$ cat src/hdl/lfuct_pkg.sv
// ----------------------------------------------------------------------------
// LFU cache table package
// Codes, fixed widths and the control structs shared by the sequencer and the
// slot scan unit.
// ----------------------------------------------------------------------------
package lfuct_pkg;

   // Operation codes carried on the request tuser.
   localparam logic OP_GET = 1'b0;
   localparam logic OP_PUT = 1'b1;

   // Widths of the item fields and of the capacity register.
   localparam int DATA_BITS = 32;
   localparam int CAP_BITS  = 5;

   // Capacity after reset.
   localparam logic [CAP_BITS-1:0] CAP_RESET = 5'd16;

   // Value returned by a get that misses.
   localparam logic [DATA_BITS-1:0] MISS_VALUE = 32'hFFFF_FFFF;

   // Sequencer to scan unit: start clears the search, sample marks a slot
   // read that is on the bus this cycle.
   typedef struct packed {
      logic start;
      logic sample;
   } scan_ctrl_type;

   // Deferred recency update from the previous item.
   typedef struct packed {
      logic active;   // an update is waiting to be applied
      logic all;      // every other valid slot ages, regardless of rank
   } pend_flags_type;

   // What the scan has found so far.
   typedef struct packed {
      logic match;
      logic victim;
      logic free;
   } scan_status_type;

endpackage

$ cat src/hdl/lfu_cache_table_unit.sv
// Flow: an accepted item is swept slot by slot through the single read port of the
// slot memories, one slot per cycle, then committed; its result is registered.
// A new item is taken only once the last one has committed. A result still
// held at the port delays the commit, and with it the next item, by the stall.
// Reset: a clearing pass marks every slot invalid; requests are not taken until it
// ends. Capacity returns to 16; configuration is taken anytime.
// ----------------------------------------------------------------------------
// LFU cache table unit
// Key-value cache with least-frequently-used replacement and least-recent
// tie break. A sequencer sweeps the slots through a shared scan unit, then
// commits one update and registers the result.
// ----------------------------------------------------------------------------
module lfu_cache_table_unit #(
   parameter int ENTRIES    = 16,
   parameter int COUNT_BITS = 16
) (
   input  logic                               clock,
   input  logic                               reset,
   // Request item.
   input  logic                               req_tvalid,
   output logic                               req_tready,
   input  logic [63:0]                        req_tdata,  // lookup_key, write_value
   input  logic                               req_tuser,  // operation
   // Result item.
   output logic                               rsp_tvalid,
   input  logic                               rsp_tready,
   output logic [63:0]                        rsp_tdata,  // read_value, evicted_key
   output logic [1:0]                         rsp_tuser,  // hit, evicted
   // Capacity register write.
   input  logic                               csr_valid,
   output logic                               csr_ready,
   input  logic [lfuct_pkg::CAP_BITS-1:0]     csr_data
);

   localparam int AW = (ENTRIES > 1) ? $clog2(ENTRIES) : 1;
   localparam int MW = 1 + COUNT_BITS + AW;
   localparam int OW = $clog2(ENTRIES + 1);
   localparam int CW = (OW > lfuct_pkg::CAP_BITS) ? OW : lfuct_pkg::CAP_BITS;
   localparam int DW = lfuct_pkg::DATA_BITS;

   typedef enum logic [3:0] {
      ST_CLEAR  = 4'b0001,
      ST_IDLE   = 4'b0010,
      ST_SCAN   = 4'b0100,
      ST_UPDATE = 4'b1000
   } state_type;

   state_type state_ff, state_in;

   logic [lfuct_pkg::CAP_BITS-1:0] capacity_ff, capacity_in;
   logic [OW-1:0]  in_use_ff, in_use_in;
   logic [AW-1:0]  clr_idx_ff, clr_idx_in;
   logic [OW-1:0]  issue_ff, issue_in;
   logic           samp_valid_ff;
   logic [AW-1:0]  samp_idx_ff;

   logic           op_ff;
   logic [DW-1:0]  key_ff;
   logic [DW-1:0]  val_ff;

   lfuct_pkg::pend_flags_type pend_ff, pend_in;
   logic [AW-1:0]  pend_slot_ff, pend_slot_in;
   logic [AW-1:0]  pend_thr_ff, pend_thr_in;

   logic           rsp_valid_ff, rsp_valid_in;
   logic           rsp_hit_ff, rsp_hit_in;
   logic           rsp_ev_ff, rsp_ev_in;
   logic [DW-1:0]  rsp_rd_ff, rsp_rd_in;
   logic [DW-1:0]  rsp_evkey_ff, rsp_evkey_in;

   logic           accept;
   logic           upd_go;
   logic           rd_en;
   logic [AW-1:0]  rd_addr;
   logic [DW-1:0]  rd_key;
   logic [DW-1:0]  rd_value;
   logic [MW-1:0]  rd_meta;
   logic           meta_we;
   logic [AW-1:0]  meta_waddr;
   logic [MW-1:0]  meta_wdata;
   logic           kv_we;
   logic [AW-1:0]  kv_waddr;

   lfuct_pkg::scan_ctrl_type   scan_ctrl;
   lfuct_pkg::scan_status_type scan_status;
   logic [MW-1:0]         wb_meta;
   logic [AW-1:0]         match_idx;
   logic [DW-1:0]         match_value;
   logic [COUNT_BITS-1:0] match_count;
   logic [AW-1:0]         match_rank;
   logic [AW-1:0]         vic_idx;
   logic [DW-1:0]         vic_key;
   logic [AW-1:0]         vic_rank;
   logic [AW-1:0]         free_idx;

   logic [CW-1:0]         cap_ext;
   logic [CW-1:0]         cap_eff;
   logic                  need_evict;
   logic [COUNT_BITS-1:0] count_bump;

   // Handshakes.
   assign req_tready = (state_ff == ST_IDLE);
   assign accept     = req_tvalid && req_tready;
   assign upd_go     = !rsp_valid_ff || rsp_tready;
   assign csr_ready  = 1'b1;

   // Capacity register.
   assign capacity_in = (csr_valid && csr_ready) ? csr_data : capacity_ff;

   // Effective capacity and the eviction test.
   assign cap_ext    = CW'(capacity_ff);
   assign cap_eff    = (cap_ext > CW'(ENTRIES)) ? CW'(ENTRIES) : cap_ext;
   assign need_evict = (CW'(in_use_ff) >= cap_eff);
   assign count_bump = (&match_count) ? match_count : (match_count + COUNT_BITS'(1));

   // Read sequencing: slot 0 is read on accept, the rest one per scan cycle.
   always_comb begin
      rd_en    = 1'b0;
      rd_addr  = '0;
      issue_in = issue_ff;
      if (state_ff == ST_IDLE) begin
         rd_en    = accept;
         issue_in = OW'(1);
      end else if ((state_ff == ST_SCAN) && (issue_ff != OW'(ENTRIES))) begin
         rd_en    = 1'b1;
         rd_addr  = issue_ff[AW-1:0];
         issue_in = issue_ff + OW'(1);
      end
   end

   assign scan_ctrl.start  = accept;
   assign scan_ctrl.sample = samp_valid_ff;

   // State sequencing.
   always_comb begin
      state_in   = state_ff;
      clr_idx_in = clr_idx_ff;
      case (state_ff)
         ST_CLEAR: begin
            clr_idx_in = clr_idx_ff + AW'(1);
            if (clr_idx_ff == AW'(ENTRIES - 1)) begin
               state_in = ST_IDLE;
            end
         end
         ST_IDLE: begin
            if (accept) state_in = ST_SCAN;
         end
         ST_SCAN: begin
            if (samp_valid_ff && (samp_idx_ff == AW'(ENTRIES - 1))) begin
               state_in = ST_UPDATE;
            end
         end
         ST_UPDATE: begin
            if (upd_go) state_in = ST_IDLE;
         end
         default: state_in = ST_CLEAR;
      endcase
   end

   // Memory writes, the commit of the item and the result.
   always_comb begin
      meta_we      = 1'b0;
      meta_waddr   = '0;
      meta_wdata   = '0;
      kv_we        = 1'b0;
      kv_waddr     = '0;
      pend_in      = pend_ff;
      pend_slot_in = pend_slot_ff;
      pend_thr_in  = pend_thr_ff;
      in_use_in    = in_use_ff;
      rsp_hit_in   = rsp_hit_ff;
      rsp_ev_in    = rsp_ev_ff;
      rsp_rd_in    = rsp_rd_ff;
      rsp_evkey_in = rsp_evkey_ff;
      rsp_valid_in = rsp_valid_ff && !rsp_tready;
      case (state_ff)
         ST_CLEAR: begin
            meta_we    = 1'b1;
            meta_waddr = clr_idx_ff;
         end
         ST_SCAN: begin
            // Write back the rank with the deferred update applied.
            meta_we    = samp_valid_ff;
            meta_waddr = samp_idx_ff;
            meta_wdata = wb_meta;
         end
         ST_UPDATE: begin
            if (upd_go) begin
               rsp_valid_in = 1'b1;
               rsp_hit_in   = scan_status.match;
               rsp_ev_in    = 1'b0;
               rsp_evkey_in = '0;
               rsp_rd_in    = '0;
               pend_in      = '0;
               if (scan_status.match) begin
                  // Hit: bump the count and make the slot the most recent.
                  meta_we      = 1'b1;
                  meta_waddr   = match_idx;
                  meta_wdata   = {1'b1, count_bump, AW'(0)};
                  pend_in      = '{active: 1'b1, all: 1'b0};
                  pend_slot_in = match_idx;
                  pend_thr_in  = match_rank;
                  if (op_ff == lfuct_pkg::OP_PUT) begin
                     kv_we    = 1'b1;
                     kv_waddr = match_idx;
                  end else begin
                     rsp_rd_in = match_value;
                  end
               end else if (op_ff == lfuct_pkg::OP_GET) begin
                  rsp_rd_in = lfuct_pkg::MISS_VALUE;
               end else if (cap_eff != '0) begin
                  // Insert a new key, evicting a victim when full.
                  meta_we    = 1'b1;
                  meta_wdata = {1'b1, COUNT_BITS'(1), AW'(0)};
                  kv_we      = 1'b1;
                  pend_in    = '{active: 1'b1, all: !need_evict};
                  if (need_evict) begin
                     meta_waddr   = vic_idx;
                     kv_waddr     = vic_idx;
                     pend_slot_in = vic_idx;
                     pend_thr_in  = vic_rank;
                     rsp_ev_in    = 1'b1;
                     rsp_evkey_in = vic_key;
                  end else begin
                     meta_waddr   = free_idx;
                     kv_waddr     = free_idx;
                     pend_slot_in = free_idx;
                     pend_thr_in  = '0;
                     in_use_in    = in_use_ff + OW'(1);
                  end
               end
            end
         end
         default: begin
         end
      endcase
   end

   // Control registers.
   always_ff @(posedge clock) begin
      if (reset) begin
         state_ff      <= ST_CLEAR;
         capacity_ff   <= lfuct_pkg::CAP_RESET;
         in_use_ff     <= '0;
         clr_idx_ff    <= '0;
         issue_ff      <= '0;
         samp_valid_ff <= 1'b0;
         pend_ff       <= '0;
         rsp_valid_ff  <= 1'b0;
      end else begin
         state_ff      <= state_in;
         capacity_ff   <= capacity_in;
         in_use_ff     <= in_use_in;
         clr_idx_ff    <= clr_idx_in;
         issue_ff      <= issue_in;
         samp_valid_ff <= rd_en;
         pend_ff       <= pend_in;
         rsp_valid_ff  <= rsp_valid_in;
      end
   end

   // Payload registers.
   always_ff @(posedge clock) begin
      samp_idx_ff  <= rd_addr;
      pend_slot_ff <= pend_slot_in;
      pend_thr_ff  <= pend_thr_in;
      rsp_hit_ff   <= rsp_hit_in;
      rsp_ev_ff    <= rsp_ev_in;
      rsp_rd_ff    <= rsp_rd_in;
      rsp_evkey_ff <= rsp_evkey_in;
      if (accept) begin
         op_ff  <= req_tuser;
         key_ff <= req_tdata[DW-1:0];
         val_ff <= req_tdata[2*DW-1:DW];
      end
   end

   lfuct_store #(
      .ENTRIES    (ENTRIES),
      .COUNT_BITS (COUNT_BITS)
   ) u_store (
      .clock      (clock),
      .rd_en      (rd_en),
      .rd_addr    (rd_addr),
      .rd_key     (rd_key),
      .rd_value   (rd_value),
      .rd_meta    (rd_meta),
      .meta_we    (meta_we),
      .meta_waddr (meta_waddr),
      .meta_wdata (meta_wdata),
      .kv_we      (kv_we),
      .kv_waddr   (kv_waddr),
      .kv_key     (key_ff),
      .kv_value   (val_ff)
   );

   lfuct_scan #(
      .ENTRIES    (ENTRIES),
      .COUNT_BITS (COUNT_BITS)
   ) u_scan (
      .clock       (clock),
      .reset       (reset),
      .ctrl        (scan_ctrl),
      .samp_idx    (samp_idx_ff),
      .rd_meta     (rd_meta),
      .rd_key      (rd_key),
      .rd_value    (rd_value),
      .req_key     (key_ff),
      .pend        (pend_ff),
      .pend_slot   (pend_slot_ff),
      .pend_thr    (pend_thr_ff),
      .wb_meta     (wb_meta),
      .status      (scan_status),
      .match_idx   (match_idx),
      .match_value (match_value),
      .match_count (match_count),
      .match_rank  (match_rank),
      .vic_idx     (vic_idx),
      .vic_key     (vic_key),
      .vic_rank    (vic_rank),
      .free_idx    (free_idx)
   );

   // Result outputs.
   assign rsp_tvalid = rsp_valid_ff;
   assign rsp_tdata  = {rsp_evkey_ff, rsp_rd_ff};
   assign rsp_tuser  = {rsp_ev_ff, rsp_hit_ff};

   // Occupancy never passes the number of slots.
   a_occupancy: assert property (@(posedge clock) disable iff (reset)
      in_use_ff <= OW'(ENTRIES))
      else $error("occupancy above slot count");

   // Occupancy only moves when an item commits.
   a_occ_stable: assert property (@(posedge clock) disable iff (reset)
      (state_ff != ST_UPDATE) |=> $stable(in_use_ff))
      else $error("occupancy changed outside commit");

   // The scan write-back never lands on the slot being read.
   a_scan_ports: assert property (@(posedge clock) disable iff (reset)
      ((state_ff == ST_SCAN) && meta_we && rd_en) |-> (meta_waddr != rd_addr))
      else $error("scan write-back collides with read");

   // A commit always presents a result next cycle.
   a_commit_rsp: assert property (@(posedge clock) disable iff (reset)
      ((state_ff == ST_UPDATE) && upd_go) |=> rsp_valid_ff)
      else $error("commit without result");

   // An eviction only happens for a key that was absent.
   a_evict_miss: assert property (@(posedge clock) disable iff (reset)
      (rsp_valid_ff && rsp_ev_ff) |-> !rsp_hit_ff)
      else $error("eviction on a hit");

endmodule

$ cat src/hdl/lfuct_store.sv
// ----------------------------------------------------------------------------
// LFU cache table slot store
// Key, value and metadata memories. Metadata packs {valid, use count, rank}.
// Each memory has one write port and one registered read port.
// ----------------------------------------------------------------------------
module lfuct_store #(
   parameter int ENTRIES    = 16,
   parameter int COUNT_BITS = 16
) (
   input  logic                                  clock,
   input  logic                                  rd_en,
   input  logic [((ENTRIES > 1) ? $clog2(ENTRIES) : 1)-1:0] rd_addr,
   output logic [lfuct_pkg::DATA_BITS-1:0]       rd_key,
   output logic [lfuct_pkg::DATA_BITS-1:0]       rd_value,
   output logic [COUNT_BITS + ((ENTRIES > 1) ? $clog2(ENTRIES) : 1):0] rd_meta,
   input  logic                                  meta_we,
   input  logic [((ENTRIES > 1) ? $clog2(ENTRIES) : 1)-1:0] meta_waddr,
   input  logic [COUNT_BITS + ((ENTRIES > 1) ? $clog2(ENTRIES) : 1):0] meta_wdata,
   input  logic                                  kv_we,
   input  logic [((ENTRIES > 1) ? $clog2(ENTRIES) : 1)-1:0] kv_waddr,
   input  logic [lfuct_pkg::DATA_BITS-1:0]       kv_key,
   input  logic [lfuct_pkg::DATA_BITS-1:0]       kv_value
);

   localparam int AW = (ENTRIES > 1) ? $clog2(ENTRIES) : 1;
   localparam int MW = 1 + COUNT_BITS + AW;

   logic [lfuct_pkg::DATA_BITS-1:0] key_mem   [ENTRIES];
   logic [lfuct_pkg::DATA_BITS-1:0] value_mem [ENTRIES];
   logic [MW-1:0]                   meta_mem  [ENTRIES];

   logic [lfuct_pkg::DATA_BITS-1:0] rd_key_ff;
   logic [lfuct_pkg::DATA_BITS-1:0] rd_value_ff;
   logic [MW-1:0]                   rd_meta_ff;

   // Key and value are written together when an item updates or fills a slot.
   always_ff @(posedge clock) begin
      if (kv_we) begin
         key_mem[kv_waddr]   <= kv_key;
         value_mem[kv_waddr] <= kv_value;
      end
   end

   // Metadata is written by the clearing pass, the scan write-back and updates.
   always_ff @(posedge clock) begin
      if (meta_we) begin
         meta_mem[meta_waddr] <= meta_wdata;
      end
   end

   // Registered read of all three memories at the same slot.
   always_ff @(posedge clock) begin
      if (rd_en) begin
         rd_key_ff   <= key_mem[rd_addr];
         rd_value_ff <= value_mem[rd_addr];
         rd_meta_ff  <= meta_mem[rd_addr];
      end
   end

   assign rd_key   = rd_key_ff;
   assign rd_value = rd_value_ff;
   assign rd_meta  = rd_meta_ff;

endmodule

$ cat src/hdl/lfuct_scan.sv
// ----------------------------------------------------------------------------
// LFU cache table slot scan unit
// Takes one slot per cycle. It applies the deferred recency update to the
// slot's rank, and keeps the running key match, the running eviction
// candidate (lowest count, then oldest touch) and the first free slot.
// ----------------------------------------------------------------------------
module lfuct_scan #(
   parameter int ENTRIES    = 16,
   parameter int COUNT_BITS = 16
) (
   input  logic                                  clock,
   input  logic                                  reset,
   input  lfuct_pkg::scan_ctrl_type              ctrl,
   input  logic [((ENTRIES > 1) ? $clog2(ENTRIES) : 1)-1:0] samp_idx,
   input  logic [COUNT_BITS + ((ENTRIES > 1) ? $clog2(ENTRIES) : 1):0] rd_meta,
   input  logic [lfuct_pkg::DATA_BITS-1:0]       rd_key,
   input  logic [lfuct_pkg::DATA_BITS-1:0]       rd_value,
   input  logic [lfuct_pkg::DATA_BITS-1:0]       req_key,
   input  lfuct_pkg::pend_flags_type             pend,
   input  logic [((ENTRIES > 1) ? $clog2(ENTRIES) : 1)-1:0] pend_slot,
   input  logic [((ENTRIES > 1) ? $clog2(ENTRIES) : 1)-1:0] pend_thr,
   output logic [COUNT_BITS + ((ENTRIES > 1) ? $clog2(ENTRIES) : 1):0] wb_meta,
   output lfuct_pkg::scan_status_type            status,
   output logic [((ENTRIES > 1) ? $clog2(ENTRIES) : 1)-1:0] match_idx,
   output logic [lfuct_pkg::DATA_BITS-1:0]       match_value,
   output logic [COUNT_BITS-1:0]                 match_count,
   output logic [((ENTRIES > 1) ? $clog2(ENTRIES) : 1)-1:0] match_rank,
   output logic [((ENTRIES > 1) ? $clog2(ENTRIES) : 1)-1:0] vic_idx,
   output logic [lfuct_pkg::DATA_BITS-1:0]       vic_key,
   output logic [((ENTRIES > 1) ? $clog2(ENTRIES) : 1)-1:0] vic_rank,
   output logic [((ENTRIES > 1) ? $clog2(ENTRIES) : 1)-1:0] free_idx
);

   localparam int AW = (ENTRIES > 1) ? $clog2(ENTRIES) : 1;
   localparam int MW = 1 + COUNT_BITS + AW;

   lfuct_pkg::scan_status_type      status_ff;
   lfuct_pkg::scan_status_type      status_in;
   logic [AW-1:0]                   match_idx_ff;
   logic [lfuct_pkg::DATA_BITS-1:0] match_value_ff;
   logic [COUNT_BITS-1:0]           match_count_ff;
   logic [AW-1:0]                   match_rank_ff;
   logic [AW-1:0]                   vic_idx_ff;
   logic [lfuct_pkg::DATA_BITS-1:0] vic_key_ff;
   logic [COUNT_BITS-1:0]           vic_count_ff;
   logic [AW-1:0]                   vic_rank_ff;
   logic [AW-1:0]                   free_idx_ff;

   logic                  m_valid;
   logic [COUNT_BITS-1:0] m_count;
   logic [AW-1:0]         m_rank;
   logic                  age;
   logic [AW-1:0]         adj_rank;
   logic                  is_match;
   logic                  is_victim;
   logic                  is_free;

   // Unpack the slot metadata.
   assign m_valid = rd_meta[MW-1];
   assign m_count = rd_meta[MW-2 -: COUNT_BITS];
   assign m_rank  = rd_meta[AW-1:0];

   // Deferred recency update: slots more recent than the one last touched, or every
   // other valid slot after an insert into a free slot, move back by one.
   assign age = pend.active && m_valid && (samp_idx != pend_slot) &&
                (pend.all || (m_rank < pend_thr));
   assign adj_rank = age ? (m_rank + AW'(1)) : m_rank;
   assign wb_meta  = {m_valid, m_count, adj_rank};

   // Shared compare unit: key match, eviction candidate and free slot.
   assign is_match  = ctrl.sample && m_valid && (rd_key == req_key) && !status_ff.match;
   assign is_victim = ctrl.sample && m_valid &&
                      (!status_ff.victim || (m_count < vic_count_ff) ||
                       ((m_count == vic_count_ff) && (adj_rank > vic_rank_ff)));
   assign is_free   = ctrl.sample && !m_valid && !status_ff.free;

   // Found flags restart with each item.
   always_comb begin
      status_in = status_ff;
      if (ctrl.start) begin
         status_in = '0;
      end else begin
         if (is_match)  status_in.match  = 1'b1;
         if (is_victim) status_in.victim = 1'b1;
         if (is_free)   status_in.free   = 1'b1;
      end
   end

   always_ff @(posedge clock) begin
      if (reset) begin
         status_ff <= '0;
      end else begin
         status_ff <= status_in;
      end
   end

   // Capture the data of whatever slot wins.
   always_ff @(posedge clock) begin
      if (is_match) begin
         match_idx_ff   <= samp_idx;
         match_value_ff <= rd_value;
         match_count_ff <= m_count;
         match_rank_ff  <= adj_rank;
      end
      if (is_victim) begin
         vic_idx_ff   <= samp_idx;
         vic_key_ff   <= rd_key;
         vic_count_ff <= m_count;
         vic_rank_ff  <= adj_rank;
      end
      if (is_free) begin
         free_idx_ff <= samp_idx;
      end
   end

   assign status      = status_ff;
   assign match_idx   = match_idx_ff;
   assign match_value = match_value_ff;
   assign match_count = match_count_ff;
   assign match_rank  = match_rank_ff;
   assign vic_idx     = vic_idx_ff;
   assign vic_key     = vic_key_ff;
   assign vic_rank    = vic_rank_ff;
   assign free_idx    = free_idx_ff;

endmodule

$ cat config.mk
export PLATFORM = sky130hd
export DESIGN_NAME = lfu_cache_table_unit
export DESIGN_NICKNAME = d
export VERILOG_FILES = /design/src/hdl/lfuct_pkg.sv /design/src/hdl/lfu_cache_table_unit.sv /design/src/hdl/lfuct_store.sv /design/src/hdl/lfuct_scan.sv
export SDC_FILE = /design/constraint.sdc
export NUM_CORES = 2
export LEC_CHECK = 0
export BUFFER_PORTS_ARGS = -buffer_cell sky130_fd_sc_hd__buf_2
export CAP_MARGIN = 25
export CORE_UTILIZATION = 40
export DETAILED_ROUTE_END_ITERATION = 10
export GPL_ROUTABILITY_DRIVEN = 1
export PLACE_DENSITY = 0.54
export RECOVER_POWER = 100
export REMOVE_ABC_BUFFERS = 1
export SYNTH_ARGS = -nofsm -noshare
export SYNTH_HDL_FRONTEND = slang
export SYNTH_SLANG_ARGS = --single-unit
$ cat constraint.sdc
create_clock -name clock -period 14.2 [get_ports clock]
set_input_delay 1.42 -clock clock [delete_from_list [all_inputs] [get_ports clock]]
set_output_delay 1.42 -clock clock [all_outputs]
set_load 0.05 [all_outputs]
==> run summary <==
The reg-to-reg setup timing slack came out at 4.86 ns. In the layout the commonest cells are edfxtp_1 (1,700), a21oi_1 (482), mux2i_1 (265). The tools report the endpoint required time on the critical path as 14.57 ns. The number of nets in the layout was 4,743. The share of synthesized flip-flops with an asynchronous set or reset is 0, and the horizontal die dimension is 417 µm. The first TritonRoute pass finished after 6 iterations. The post-synthesis instance area came out at 0.0690 mm². Leaving out fill and tap cells, the most frequent cell in the layout is edfxtp_1.

The tools report the number of cells produced by synthesis as 4,500. The number of instances in the placed design is 6,758, and the post-CTS repair timing setup buffer count is 0. The count of hold-fix buffers inserted at cts was 0; the cell depth of the worst hold path was 0.

Final hold analysis gives a worst-case slack of 0.427 ns. The number of remaining DRC errors came out at 0. The routed layout has 40,111 vias. The post-cts resize count was 0; the count of routing violations after the opening detailed-route iteration was 3,501. For the final-report hold violation count, the log shows 0. The tools report the core occupancy in the finished layout as 0.452. The dominant register cell in the synthesized netlist is edfxtp_1.

Across the run, the number of max-cap violations was 67. The fraction of layout cells with a size suffix above 1 was 0.0968; the starting utilization of the core area was 0.403. For the register area share after synthesis, the log shows 0.750. The number of CTS-inserted buffers was 181.

Number of global-route vias before repair: 39,640. Derived from the worst setup path, the maximum achievable clock frequency is 107 MHz. The top-level port count was 144.

TritonCTS built the clock tree. The last weighted congestion value of the routability-driven placer came out at 0.797. The slew at the pin with the worst max-slew slack was 4.53 ns; the die extent in y was 417 µm.

The clock reaches the later pin of the worst-skew pair after 0.82 ns. The number of antenna violations at the first check in global routing is 5, and the sum of routed wire length over all layers is 185,000 µm. Setup repair after global routing left no endpoint under its margin. Between clock sinks in the finished design, the worst skew comes to 0.0378 ns. Yosys mapped a number of flops with a built-in enable equal to 1,700.

For this run, the number of standard cells in the final layout without fillers is 7,095. The tools report the unique cell type count in the Yosys netlist as 70. Entering global routing, the biggest net connects 154 pins. Clock tree synthesis found a total of 1,734 sinks.

The peak supply drop was 0.000127 V; the average routed wire per standard cell was 26.1 µm. The die covers 0.174 mm². The tools report the core box area as 0.171 mm². STA classifies the critical path startpoint as a register.

The smallest clock period supported by the final layout is computed as 9.34 ns. STA puts the critical path data arrival time at 9.70 ns. Tracing the worst setup path back leads to its startpoint at state_ff[3].

The tools report the warning count from the yosys run as 0. The setup path with the least slack is of type reg -> reg. CTS placed an instance of clkbuf_16 at the clock tree root. Measured in cells, the most critical reg-to-reg path has a length of 8. The tools report the global-route wire length before repair as 270,000 µm. Along the worst path, the maximum fanout reaches 28.

The run gives 24.1 nW as the leakage power summed over all cells. During placement, the flow inserted port buffers numbering 142. The tools report the tightest slew margin relative to the limit as -2.02.

After global routing the overflow that remains totals 0. After synthesis the netlist holds a flip-flop and latch count of 1,734. After detailed routing, the number of vias per cell comes to 5.65. The synthesized area per cell was 15.3 µm². The longest clock path from root to sink contains 3 buffers. The checks that failed: capacitance limit, slew limit.

The type of destination of the critical path is a register. In this run the critical register-to-register path is captured at u_store.value_mem[12][28]. The growth of design area from synthesis to finish is 12.3%.

The power per unit of standard cell area came out at 133 mW/mm². Setup violations remaining at the end of the flow were counted as 0. The startpoint identified for the worst register-to-register timing path is state_ff[3].

The run finished, with violations left. The path with the worst hold slack has its endpoint at u_scan.match_value[11]. The total global routing track utilization was 0.210; the number of cell rows was 152. The count of final max-slew check failures was 1,968; the part of the cycle the worst path needs was 0.658. The count of nets left with antenna violations once routing finished came out at 0. In this run the worst hold path is classified as reg -> reg. In this run the number of H-tree levels came out at 4. Timing analysis after detailed placement gives a worst setup slack of 8.44 ns. The clock transition at the register clock pins on the worst setup and hold paths after CTS is 0.06 ns. The run gives 4.86 ns as the final worst-path setup slack. For the total half-perimeter wirelength after legalization and detailed placement, the log shows 99,900 µm. The launch point of the worst hold path is u_store.rd_value[11].
==> synthesized netlist by cell type, types with 58 or more instances <==
cell / count / area (µm²)
a211oi_1: 89 / 668
a21oi_1: 482 / 2410
a22oi_1: 87 / 653
a311oi_1: 85 / 744
a31oi_1: 91 / 569
buf_2: 58 / 290
clkbuf_1: 206 / 773
edfxtp_1: 1700 / 51000
inv_1: 70 / 263
mux2_2: 86 / 968
mux2i_1: 265 / 2650
nand2_1: 227 / 852
nor2_1: 220 / 826
o211ai_1: 88 / 661
o21ai_0: 116 / 581
o21bai_1: 85 / 638
o22ai_1: 87 / 544
or3_1: 86 / 538
==> per-stage QoR <==
step | total power (W) | setup TNS, ns | instance area [µm²]
2_1_floorplan | 0.00582 | -1844.10 | 67600
3_3_place_gp | 0.00590 | 0 | 72400
3_5_place_dp | 0.00590 | 0 | 72600
4_1_cts | 0.0104 | 0 | 78200
5_1_grt | 0.0106 | 0 | 77400
6_report | 0.0103 | 0 | 77500
==> worst max-delay path: stages, from the launching register on <==
cell and delay (ns):
dfxtp_1 0.44, nor4b_1 1.04, nand3_1 0.95, o21a_1 0.54, inv_1 0.55, nand4_1 0.48, nor2_1 1.19, clkbuf_1 1.76
clkbuf_1 1.89
==> registers in the layout, summed over array words and instances (netlist names), 32 cells and up <==
name                flops
u_store.key_mem       512
u_store.value_mem     512
u_store.meta_mem      336
key_ff                 32
rsp_evkey_ff           32
rsp_rd_ff              32
u_scan.match_value     32
u_scan.vic_key         32
u_store.rd_key         32
u_store.rd_value       32
val_ff                 32
==> per-layer routing <==
layer	global-route usage	part of all wire
met1	0.286	0.43
met2	0.353	0.49
met3	0.0269	0.050
met4	0.0581	0.024
met5	0	0
==> cell type report <==
type	instances	area (µm²)
antenna	1	2.50
timing repair buffer	258	1190
tap	2310	2890
inverter	74	305
clock buffer	226	4770
clock inverter	107	830
fill	15238	93900
sequential	1734	51700
multi-input combinational	2385	15700
==> worst max-delay path by stage <==
stage | to | slack (ns) | cells past startpoint
final | u_store.value_mem[12][28] | 4.86 | 8
after CTS | u_store.rd_key[3] | 8.43 | 10
after detailed placement | u_store.rd_key[3] | 8.44 | 10
after global placement | u_store.rd_value[29] | 8.59 | 10
after global routing | u_store.value_mem[6][8] | 4.48 | 8
after floorplan | issue_ff[3] | -11.61 | 8
==> cells by family after synthesis <==
kind of cell	synth area share
DFF	0.750
buffers and inverters	0.0241
AOI/OAI and AO/OA	0.113
xor gates and xnor gates	0.00749
adders and majority gates	0.00617
muxes	0.0525
other	0.0000544
and+or+nand+nor	0.0471
==> power breakdown <==
part | switching (W) | internal (W)
registers | 0.0000150 | 0.00561
clock network | 0.00199 | 0.00252
logic | 0.000113 | 0.0000528
total | 0.00212 | 0.00818
Note: power is estimated with default switching activity, not from simulation.
